$ cat src/rtl/sha_pkg.sv
package sha_pkg;

  typedef enum logic [1:0] {
    FUNC_ABSORB  = 2'd0,
    FUNC_READ    = 2'd1,
    FUNC_RESTART = 2'd2,
    FUNC_NONE    = 2'd3
  } func_t;

  typedef enum logic [2:0] {
    ST_IDLE,
    ST_LOAD,
    ST_ROUND,
    ST_FOLD,
    ST_PAD2,
    ST_OUT
  } state_t;

  // control from sequencer to round unit
  typedef struct packed {
    logic       init;    // load working vars from chaining value
    logic       step;    // run one round
    logic [5:0] rnd;
  } rctl_t;

  localparam int BlockBytes = 64;
  localparam int Rounds     = 64;

  localparam logic [255:0] InitH = {
    32'h6a09e667, 32'hbb67ae85, 32'h3c6ef372, 32'ha54ff53a,
    32'h510e527f, 32'h9b05688c, 32'h1f83d9ab, 32'h5be0cd19
  };

  localparam logic [7:0] PadByte = 8'h80;

  function automatic logic [31:0] round_k(input logic [5:0] i);
    logic [31:0] k;
    case (i)
      6'd0: k = 32'h428a2f98;  6'd1: k = 32'h71374491;
      6'd2: k = 32'hb5c0fbcf;  6'd3: k = 32'he9b5dba5;
      6'd4: k = 32'h3956c25b;  6'd5: k = 32'h59f111f1;
      6'd6: k = 32'h923f82a4;  6'd7: k = 32'hab1c5ed5;
      6'd8: k = 32'hd807aa98;  6'd9: k = 32'h12835b01;
      6'd10: k = 32'h243185be; 6'd11: k = 32'h550c7dc3;
      6'd12: k = 32'h72be5d74; 6'd13: k = 32'h80deb1fe;
      6'd14: k = 32'h9bdc06a7; 6'd15: k = 32'hc19bf174;
      6'd16: k = 32'he49b69c1; 6'd17: k = 32'hefbe4786;
      6'd18: k = 32'h0fc19dc6; 6'd19: k = 32'h240ca1cc;
      6'd20: k = 32'h2de92c6f; 6'd21: k = 32'h4a7484aa;
      6'd22: k = 32'h5cb0a9dc; 6'd23: k = 32'h76f988da;
      6'd24: k = 32'h983e5152; 6'd25: k = 32'ha831c66d;
      6'd26: k = 32'hb00327c8; 6'd27: k = 32'hbf597fc7;
      6'd28: k = 32'hc6e00bf3; 6'd29: k = 32'hd5a79147;
      6'd30: k = 32'h06ca6351; 6'd31: k = 32'h14292967;
      6'd32: k = 32'h27b70a85; 6'd33: k = 32'h2e1b2138;
      6'd34: k = 32'h4d2c6dfc; 6'd35: k = 32'h53380d13;
      6'd36: k = 32'h650a7354; 6'd37: k = 32'h766a0abb;
      6'd38: k = 32'h81c2c92e; 6'd39: k = 32'h92722c85;
      6'd40: k = 32'ha2bfe8a1; 6'd41: k = 32'ha81a664b;
      6'd42: k = 32'hc24b8b70; 6'd43: k = 32'hc76c51a3;
      6'd44: k = 32'hd192e819; 6'd45: k = 32'hd6990624;
      6'd46: k = 32'hf40e3585; 6'd47: k = 32'h106aa070;
      6'd48: k = 32'h19a4c116; 6'd49: k = 32'h1e376c08;
      6'd50: k = 32'h2748774c; 6'd51: k = 32'h34b0bcb5;
      6'd52: k = 32'h391c0cb3; 6'd53: k = 32'h4ed8aa4a;
      6'd54: k = 32'h5b9cca4f; 6'd55: k = 32'h682e6ff3;
      6'd56: k = 32'h748f82ee; 6'd57: k = 32'h78a5636f;
      6'd58: k = 32'h84c87814; 6'd59: k = 32'h8cc70208;
      6'd60: k = 32'h90befffa; 6'd61: k = 32'ha4506ceb;
      6'd62: k = 32'hbef9a3f7; 6'd63: k = 32'hc67178f2;
      default: k = 32'h0;
    endcase
    return k;
  endfunction

  function automatic logic [31:0] rotr(input logic [31:0] x, input int n);
    return (x >> n) | (x << (32 - n));
  endfunction

endpackage

$ cat src/rtl/sha256_stream_hasher_unit.sv
// Absorb: bytes are taken while idle; the 64th byte of a block then starts a
//   compression (load, 64 rounds on the shared round unit, fold).
// Read: one or two padded compressions, then 8 result items, one per cycle
//   while out_stall is low.
// No new item is taken until a compression or a read is finished.
// Synchronous active-low reset loads the initial hash and clears counts.
module sha256_stream_hasher_unit (
  input  logic        clk,
  input  logic        rst_n,
  input  logic        in_valid,
  output logic        in_stall,
  input  logic [1:0]  in_func,
  input  logic [7:0]  in_data_byte,
  output logic        out_valid,
  input  logic        out_stall,
  output logic [31:0] out_digest_word,
  output logic [2:0]  out_word_index,
  output logic        out_last_word
);

  sha_pkg::state_t st_r, st_nxt;
  logic [255:0] hash_r, hash_nxt;      // live chaining value
  logic [255:0] tmp_r, tmp_nxt;        // private copy during read
  logic [5:0]   fill_r, fill_nxt;
  logic [63:0]  bits_r, bits_nxt;
  logic [5:0]   rnd_r, rnd_nxt;
  logic [2:0]   widx_r, widx_nxt;
  logic         is_read_r, is_read_nxt;   // compression belongs to a read
  logic         pass2_r, pass2_nxt;       // read: second padded block pending
  logic [31:0]  buf_r [sha_pkg::BlockBytes/4];  // block bytes, packed big-endian
  logic [31:0]  bword_r;                  // block word for the current round
  logic [31:0]  w_word;
  logic [255:0] chain, folded;
  logic [63:0]  len;
  sha_pkg::rctl_t ctl;
  logic         acc;

  assign acc = in_valid && !in_stall;
  assign chain = is_read_r ? tmp_r : hash_r;
  assign len = bits_r + {55'd0, fill_r, 3'd0};

  // byte j of the block currently being compressed
  function automatic logic [7:0] blk_byte(input logic [5:0] j, input logic rd,
                                          input logic p2, input logic [5:0] n,
                                          input logic [7:0] b, input logic [63:0] l);
    logic [7:0] r;
    if (!rd) r = b;
    else begin
      if (!p2 && j < n) r = b;
      else if (!p2 && j == n) r = sha_pkg::PadByte;
      else r = 8'd0;
      if ((p2 || n < 6'd56) && j >= 6'd56) r = l[8*(63 - j) +: 8];
    end
    return r;
  endfunction

  always_comb begin
    for (int i = 0; i < 4; i++) begin
      w_word[31 - 8*i -: 8] = blk_byte({rnd_r[3:0], 2'(i)}, is_read_r, pass2_r, fill_r,
                                       bword_r[31 - 8*i -: 8], len);
    end
  end

  // word for the next round is registered ahead of use, indexed by rnd_nxt
  always_ff @(posedge clk) begin
    if (acc && in_func == sha_pkg::FUNC_ABSORB)
      buf_r[fill_r[5:2]][31 - 8*fill_r[1:0] -: 8] <= in_data_byte;
    bword_r <= buf_r[rnd_nxt[3:0]];
  end

  sha_round u_round (.clk(clk), .ctl(ctl), .chain(chain), .w_in(w_word), .folded(folded));

  always_comb begin
    st_nxt = st_r; hash_nxt = hash_r; tmp_nxt = tmp_r; fill_nxt = fill_r;
    bits_nxt = bits_r; rnd_nxt = rnd_r; widx_nxt = widx_r;
    is_read_nxt = is_read_r; pass2_nxt = pass2_r;
    ctl = '{init: 1'b0, step: 1'b0, rnd: rnd_r};
    in_stall = 1'b1;
    out_valid = 1'b0;
    case (st_r)
      sha_pkg::ST_IDLE: begin
        in_stall = 1'b0;
        if (in_valid) begin
          case (sha_pkg::func_t'(in_func))
            sha_pkg::FUNC_ABSORB: begin
              fill_nxt = fill_r + 6'd1;
              if (fill_r == 6'd63) begin
                is_read_nxt = 1'b0; st_nxt = sha_pkg::ST_LOAD;
              end
            end
            sha_pkg::FUNC_READ: begin
              is_read_nxt = 1'b1; pass2_nxt = 1'b0; tmp_nxt = hash_r;
              st_nxt = sha_pkg::ST_LOAD;
            end
            sha_pkg::FUNC_RESTART: begin
              hash_nxt = sha_pkg::InitH; fill_nxt = '0; bits_nxt = '0;
            end
            default: ;
          endcase
        end
      end
      sha_pkg::ST_LOAD: begin
        ctl.init = 1'b1; rnd_nxt = '0; st_nxt = sha_pkg::ST_ROUND;
      end
      sha_pkg::ST_ROUND: begin
        ctl.step = 1'b1; rnd_nxt = rnd_r + 6'd1;
        if (rnd_r == 6'(sha_pkg::Rounds - 1)) st_nxt = sha_pkg::ST_FOLD;
      end
      sha_pkg::ST_FOLD: begin
        if (!is_read_r) begin
          hash_nxt = folded; bits_nxt = bits_r + 64'd512; st_nxt = sha_pkg::ST_IDLE;
        end else begin
          tmp_nxt = folded;
          if (!pass2_r && fill_r >= 6'd56) begin
            pass2_nxt = 1'b1; st_nxt = sha_pkg::ST_LOAD;
          end else begin
            widx_nxt = '0; st_nxt = sha_pkg::ST_OUT;
          end
        end
      end
      sha_pkg::ST_OUT: begin
        out_valid = 1'b1;
        if (!out_stall) begin
          widx_nxt = widx_r + 3'd1;
          if (widx_r == 3'd7) begin
            is_read_nxt = 1'b0; st_nxt = sha_pkg::ST_IDLE;
          end
        end
      end
      default: st_nxt = sha_pkg::ST_IDLE;
    endcase
  end

  assign out_digest_word = tmp_r[255 - 32*widx_r -: 32];
  assign out_word_index  = widx_r;
  assign out_last_word   = (widx_r == 3'd7);

  always_ff @(posedge clk) begin
    if (!rst_n) begin
      st_r <= sha_pkg::ST_IDLE; hash_r <= sha_pkg::InitH; fill_r <= '0;
      bits_r <= '0; rnd_r <= '0; widx_r <= '0; is_read_r <= 1'b0; pass2_r <= 1'b0;
    end else begin
      st_r <= st_nxt; hash_r <= hash_nxt; fill_r <= fill_nxt; bits_r <= bits_nxt;
      rnd_r <= rnd_nxt; widx_r <= widx_nxt; is_read_r <= is_read_nxt; pass2_r <= pass2_nxt;
    end
  end

  always_ff @(posedge clk) tmp_r <= tmp_nxt;

  a_out_only_in_out: assert property (@(posedge clk) disable iff (!rst_n)
    out_valid |-> st_r == sha_pkg::ST_OUT) else $error("result outside output phase");
  a_no_accept_busy: assert property (@(posedge clk) disable iff (!rst_n)
    st_r != sha_pkg::ST_IDLE |-> in_stall) else $error("item taken while busy");
  a_last_ends: assert property (@(posedge clk) disable iff (!rst_n)
    out_valid && !out_stall && out_last_word |=> st_r == sha_pkg::ST_IDLE)
    else $error("read did not finish after last word");
  a_fold_after_rounds: assert property (@(posedge clk) disable iff (!rst_n)
    st_r == sha_pkg::ST_FOLD |-> $past(st_r) == sha_pkg::ST_ROUND && rnd_r == 6'd0)
    else $error("fold without full round count");

endmodule

$ cat src/rtl/sha_round.sv
// One SHA-256 round per cycle while ctl.step is high, plus a 16-deep message schedule window.
module sha_round (
  input  logic             clk,
  input  sha_pkg::rctl_t   ctl,
  input  logic [255:0]     chain,
  input  logic [31:0]      w_in,     // block word, used for rounds 0..15
  output logic [255:0]     folded
);

  logic [31:0] v_r [8];
  logic [31:0] win_r [16];
  logic [31:0] w_cur, s0, s1, t1, t2, e, a;

  always_comb begin
    s0 = sha_pkg::rotr(win_r[1], 7) ^ sha_pkg::rotr(win_r[1], 18) ^ (win_r[1] >> 3);
    s1 = sha_pkg::rotr(win_r[14], 17) ^ sha_pkg::rotr(win_r[14], 19) ^ (win_r[14] >> 10);
    w_cur = (ctl.rnd < 6'd16) ? w_in : (s1 + win_r[9] + s0 + win_r[0]);
    e = v_r[4];
    a = v_r[0];
    t1 = v_r[7] + (sha_pkg::rotr(e, 6) ^ sha_pkg::rotr(e, 11) ^ sha_pkg::rotr(e, 25))
         + ((e & v_r[5]) ^ (~e & v_r[6])) + sha_pkg::round_k(ctl.rnd) + w_cur;
    t2 = (sha_pkg::rotr(a, 2) ^ sha_pkg::rotr(a, 13) ^ sha_pkg::rotr(a, 22))
         + ((a & v_r[1]) ^ (a & v_r[2]) ^ (v_r[1] & v_r[2]));
    for (int i = 0; i < 8; i++) begin
      folded[255 - 32*i -: 32] = chain[255 - 32*i -: 32] + v_r[i];
    end
  end

  always_ff @(posedge clk) begin
    if (ctl.init) begin
      for (int i = 0; i < 8; i++) v_r[i] <= chain[255 - 32*i -: 32];
    end else if (ctl.step) begin
      v_r[7] <= v_r[6]; v_r[6] <= v_r[5]; v_r[5] <= v_r[4];
      v_r[4] <= v_r[3] + t1;
      v_r[3] <= v_r[2]; v_r[2] <= v_r[1]; v_r[1] <= v_r[0];
      v_r[0] <= t1 + t2;
      for (int i = 0; i < 15; i++) win_r[i] <= win_r[i+1];
      win_r[15] <= w_cur;
    end
  end

endmodule
$ cat config.mk
export PLATFORM = sky130hd
export DESIGN_NAME = sha256_stream_hasher_unit
export DESIGN_NICKNAME = d
export VERILOG_FILES = /design/src/rtl/sha_pkg.sv /design/src/rtl/sha256_stream_hasher_unit.sv /design/src/rtl/sha_round.sv
export SDC_FILE = /design/constraint.sdc
export NUM_CORES = 2
export LEC_CHECK = 0
export BUFFER_PORTS_ARGS = -buffer_cell sky130_fd_sc_hd__buf_2
export CAP_MARGIN = 20
export CORE_MARGIN = 2
export CORE_UTILIZATION = 51
export CTS_CLUSTER_DIAMETER = 150
export CTS_CLUSTER_SIZE = 12
export DETAILED_ROUTE_END_ITERATION = 6
export PLACE_DENSITY = 0.79
export SYNTH_ARGS = -nofsm -noshare
export SYNTH_HDL_FRONTEND = slang
export SYNTH_SLANG_ARGS = --single-unit
$ cat constraint.sdc
create_clock -name clk -period 15.22 [get_ports clk]
set_input_delay 2.283 -clock clk [delete_from_list [all_inputs] [get_ports clk]]
set_output_delay 2.283 -clock clk [all_outputs]
set_load 0.02 [all_outputs]
==> flow_metrics.tcl <==
set metrics [dict create \
    ant_nets 0 \
    period_needed_ns 11.19 \
    r2r_cells 42 \
    rsz0062_at_grt "no" \
    clk-insertion-delay-late_ns 0.90 \
    portBuffers 51 \
    yosysTopAreaCellShare_pct 44.90 \
    final.period_utilization_pct 73.50 \
    synth_flop_cell "edfxtp_1" \
    relSlewSlack_pct 18.81 \
    drtIter0Drc 9422 \
    cts_setup_buffers 0 \
    async_reset_ff_share_pct 0 \
    holdBufCountCts 0 \
    first_pass_iters 7 \
    grt_start_max_net_pins 218 \
    yosysTopAreaCell "edfxtp_1" \
    clk_pin_slew_ns 0.07 \
    whs_ns 0.4072 \
    crit_family "adder cells" \
    slew_violations 0 \
    antenna_found_initial 7 \
    synth_cell_type_count 97 \
    cts_resized 0 \
    vias 74120 \
    cts_sinks 1899 \
    gp_congestion 1.013 \
    status "finished, violations left" \
    syn_area_per_cell_um2 11.24 \
    final_nets 9600 \
    top_usage_layer "met2" \
    area_growth_pct 7.798 \
    fillers 16330 \
    max_slew.worst_pin.slew_ns 1.209 \
    synth.most_common_cell "edfxtp_1" \
    finalWirelength_mm 305.3 \
    r2r_slack_ns 4.03 \
    synthesis.area_um2 102700 \
    end_kind "flop" \
    core_um2 200100 \
    slowest_delay_ns 0.68 \
    drc 3 \
    hold_viol 0 \
    start_util_pct 51.35 \
    wl_per_cell_um 25.91 \
    grt_pass1_wl_mm 452.9 \
    grtUsageMet2_pct 43.80 \
    gr-total-overflow 0 \
    numCtsBuffers 176 \
    crit_type "reg2reg" \
    rows 164 \
    setup-violations-final 0 \
    die_h_um 452.8 \
    drv_cap 0 \
    grt_usage_pct 29.25 \
    hold_class "reg2reg" \
    dieArea_um2 205000 \
    fin_skew_ns 0.07311 \
    fmax_mhz 89.39 \
    ys_ff_latch 1899 \
    cts_tree "built" \
    grt_pass1_vias 71080 \
    hpwl_mm 210.7 \
    path_depth 42 \
    yosysSeqAreaShare_pct 51.97 \
    root_buffer "clkbuf_16" \
    synth.area.top_cells "edfxtp_1 (45%), dfxtp_1 (7.1%), mux2_2 (5.1%)" \
    arrival_ns 11.76 \
    crit_fanout 50 \
    clk_path_buf_depth 3 \
    synth_fp_nets 9760 \
    io_pins 52 \
    grtUsageMet3_pct 6.237 \
    fin_setup_tns_ns 0 \
    drive_gt1_share_pct 10.32 \
    violations "DRC" \
    critPathLaunchType "flop" \
    synth_cells 9136 \
    ys.warnings.count 0 \
    chipWidth_um 452.8 \
    h-tree-depth 4 \
    viasPerCell 6.291 \
    cp.buffers_inverters 7 \
    required_ns 15.79 \
    synth-edff-count 1536 \
    worstHoldPathCells 0 \
    use_met1_pct 41.28 \
    critical-path-slowest-cell "ha_1" \
    synthTopCellsByCount "edfxtp_1 (1536), nand2_1 (1102), a21oi_1 (640), nor2_1 (630), o21ai_0 (566)" \
    crit_top_cell "inv_1" \
]
==> worst paths after layout <==
path | startpoint | endpoint
max reg2reg | rnd_r[0] | u_round.v_r[0][31]
min | u_round.win_r[0][110] | u_round.win_r[0][78]
min reg2reg | u_round.win_r[0][110] | u_round.win_r[0][78]
max | rnd_r[0] | u_round.v_r[0][31]
==> per-layer routing <==
metal | wire (um) | share of wire [%]
met4 | 13520 | 4.4
met1 | 126400 | 41
met3 | 31200 | 10
met2 | 134100 | 44
met5 | 0 | 0
==> state kept, by name (all words and copies together), names as in the netlist <==
name and flops:
buf_r 512, u_round.win_r 512, hash_r 256, tmp_r 256
u_round.v_r 256, bits_r 55, bword_r 32, fill_r 6
rnd_r 6, out_word_index 3, st_r 3, is_read_r 1
pass2_r 1
==> layout by cell type (no fill, tap or decap), drive strengths merged, types with 217 or more instances in the layout <==
cell and n:
a21o 224, ha 415, nand2 1102, clkbuf 304, nor2 632, inv 357
edfxtp 1536, o21ai 588, dfxtp 363, a21oi 641, mux2 468, xnor2 415
xor2 217
==> layout make-up <==
type,count,area (um2),share of cell area (%)
Timing Repair Buffer,143,1036,0.9355
Sequential cell,1899,53420,48.23
Inverter,356,1354,1.222
Clock buffer,304,4906,4.430
Tap cell,2656,3323,3.001
Antenna cell,8,20.02,0.01808
Multi-Input combinational cell,6400,46310,41.82
Clock inverter,16,376.6,0.3401
==> through the flow <==
stage | util (%) | setup slack [ns] | cells | instance area (um2)
3_3_place_gp | 52.70 | 4.397 | 11450 | 105400
3_5_place_dp | 52.70 | 4.381 | 11450 | 105400
6_report | 55.35 | 4.033 | 11780 | 110700
4_1_cts | 55.34 | 4.290 | 11770 | 110700
5_1_grt | 55.35 | 3.308 | 11780 | 110700
2_1_floorplan | - | 6.142 | 9136 | 102700
==> kinds of logic (layout without fill, tap and decap cells) <==
kind of cell	Yosys count	count (layout)	synth area share (%)
buffers and inverters	837	819	3.062
adders and majority gates	627	627	9.020
AOI/OAI and AO/OA	2175	2175	13.12
DFF	1899	1899	51.97
xor gates and xnor gates	632	632	5.388
other	0	8	0
muxes	618	618	7.444
and+or+nand+nor	2348	2348	9.991
Power is left out: the tool's default activity adds up to more than one toggle a clock period on the data nets, which glitch-free logic cannot reach.
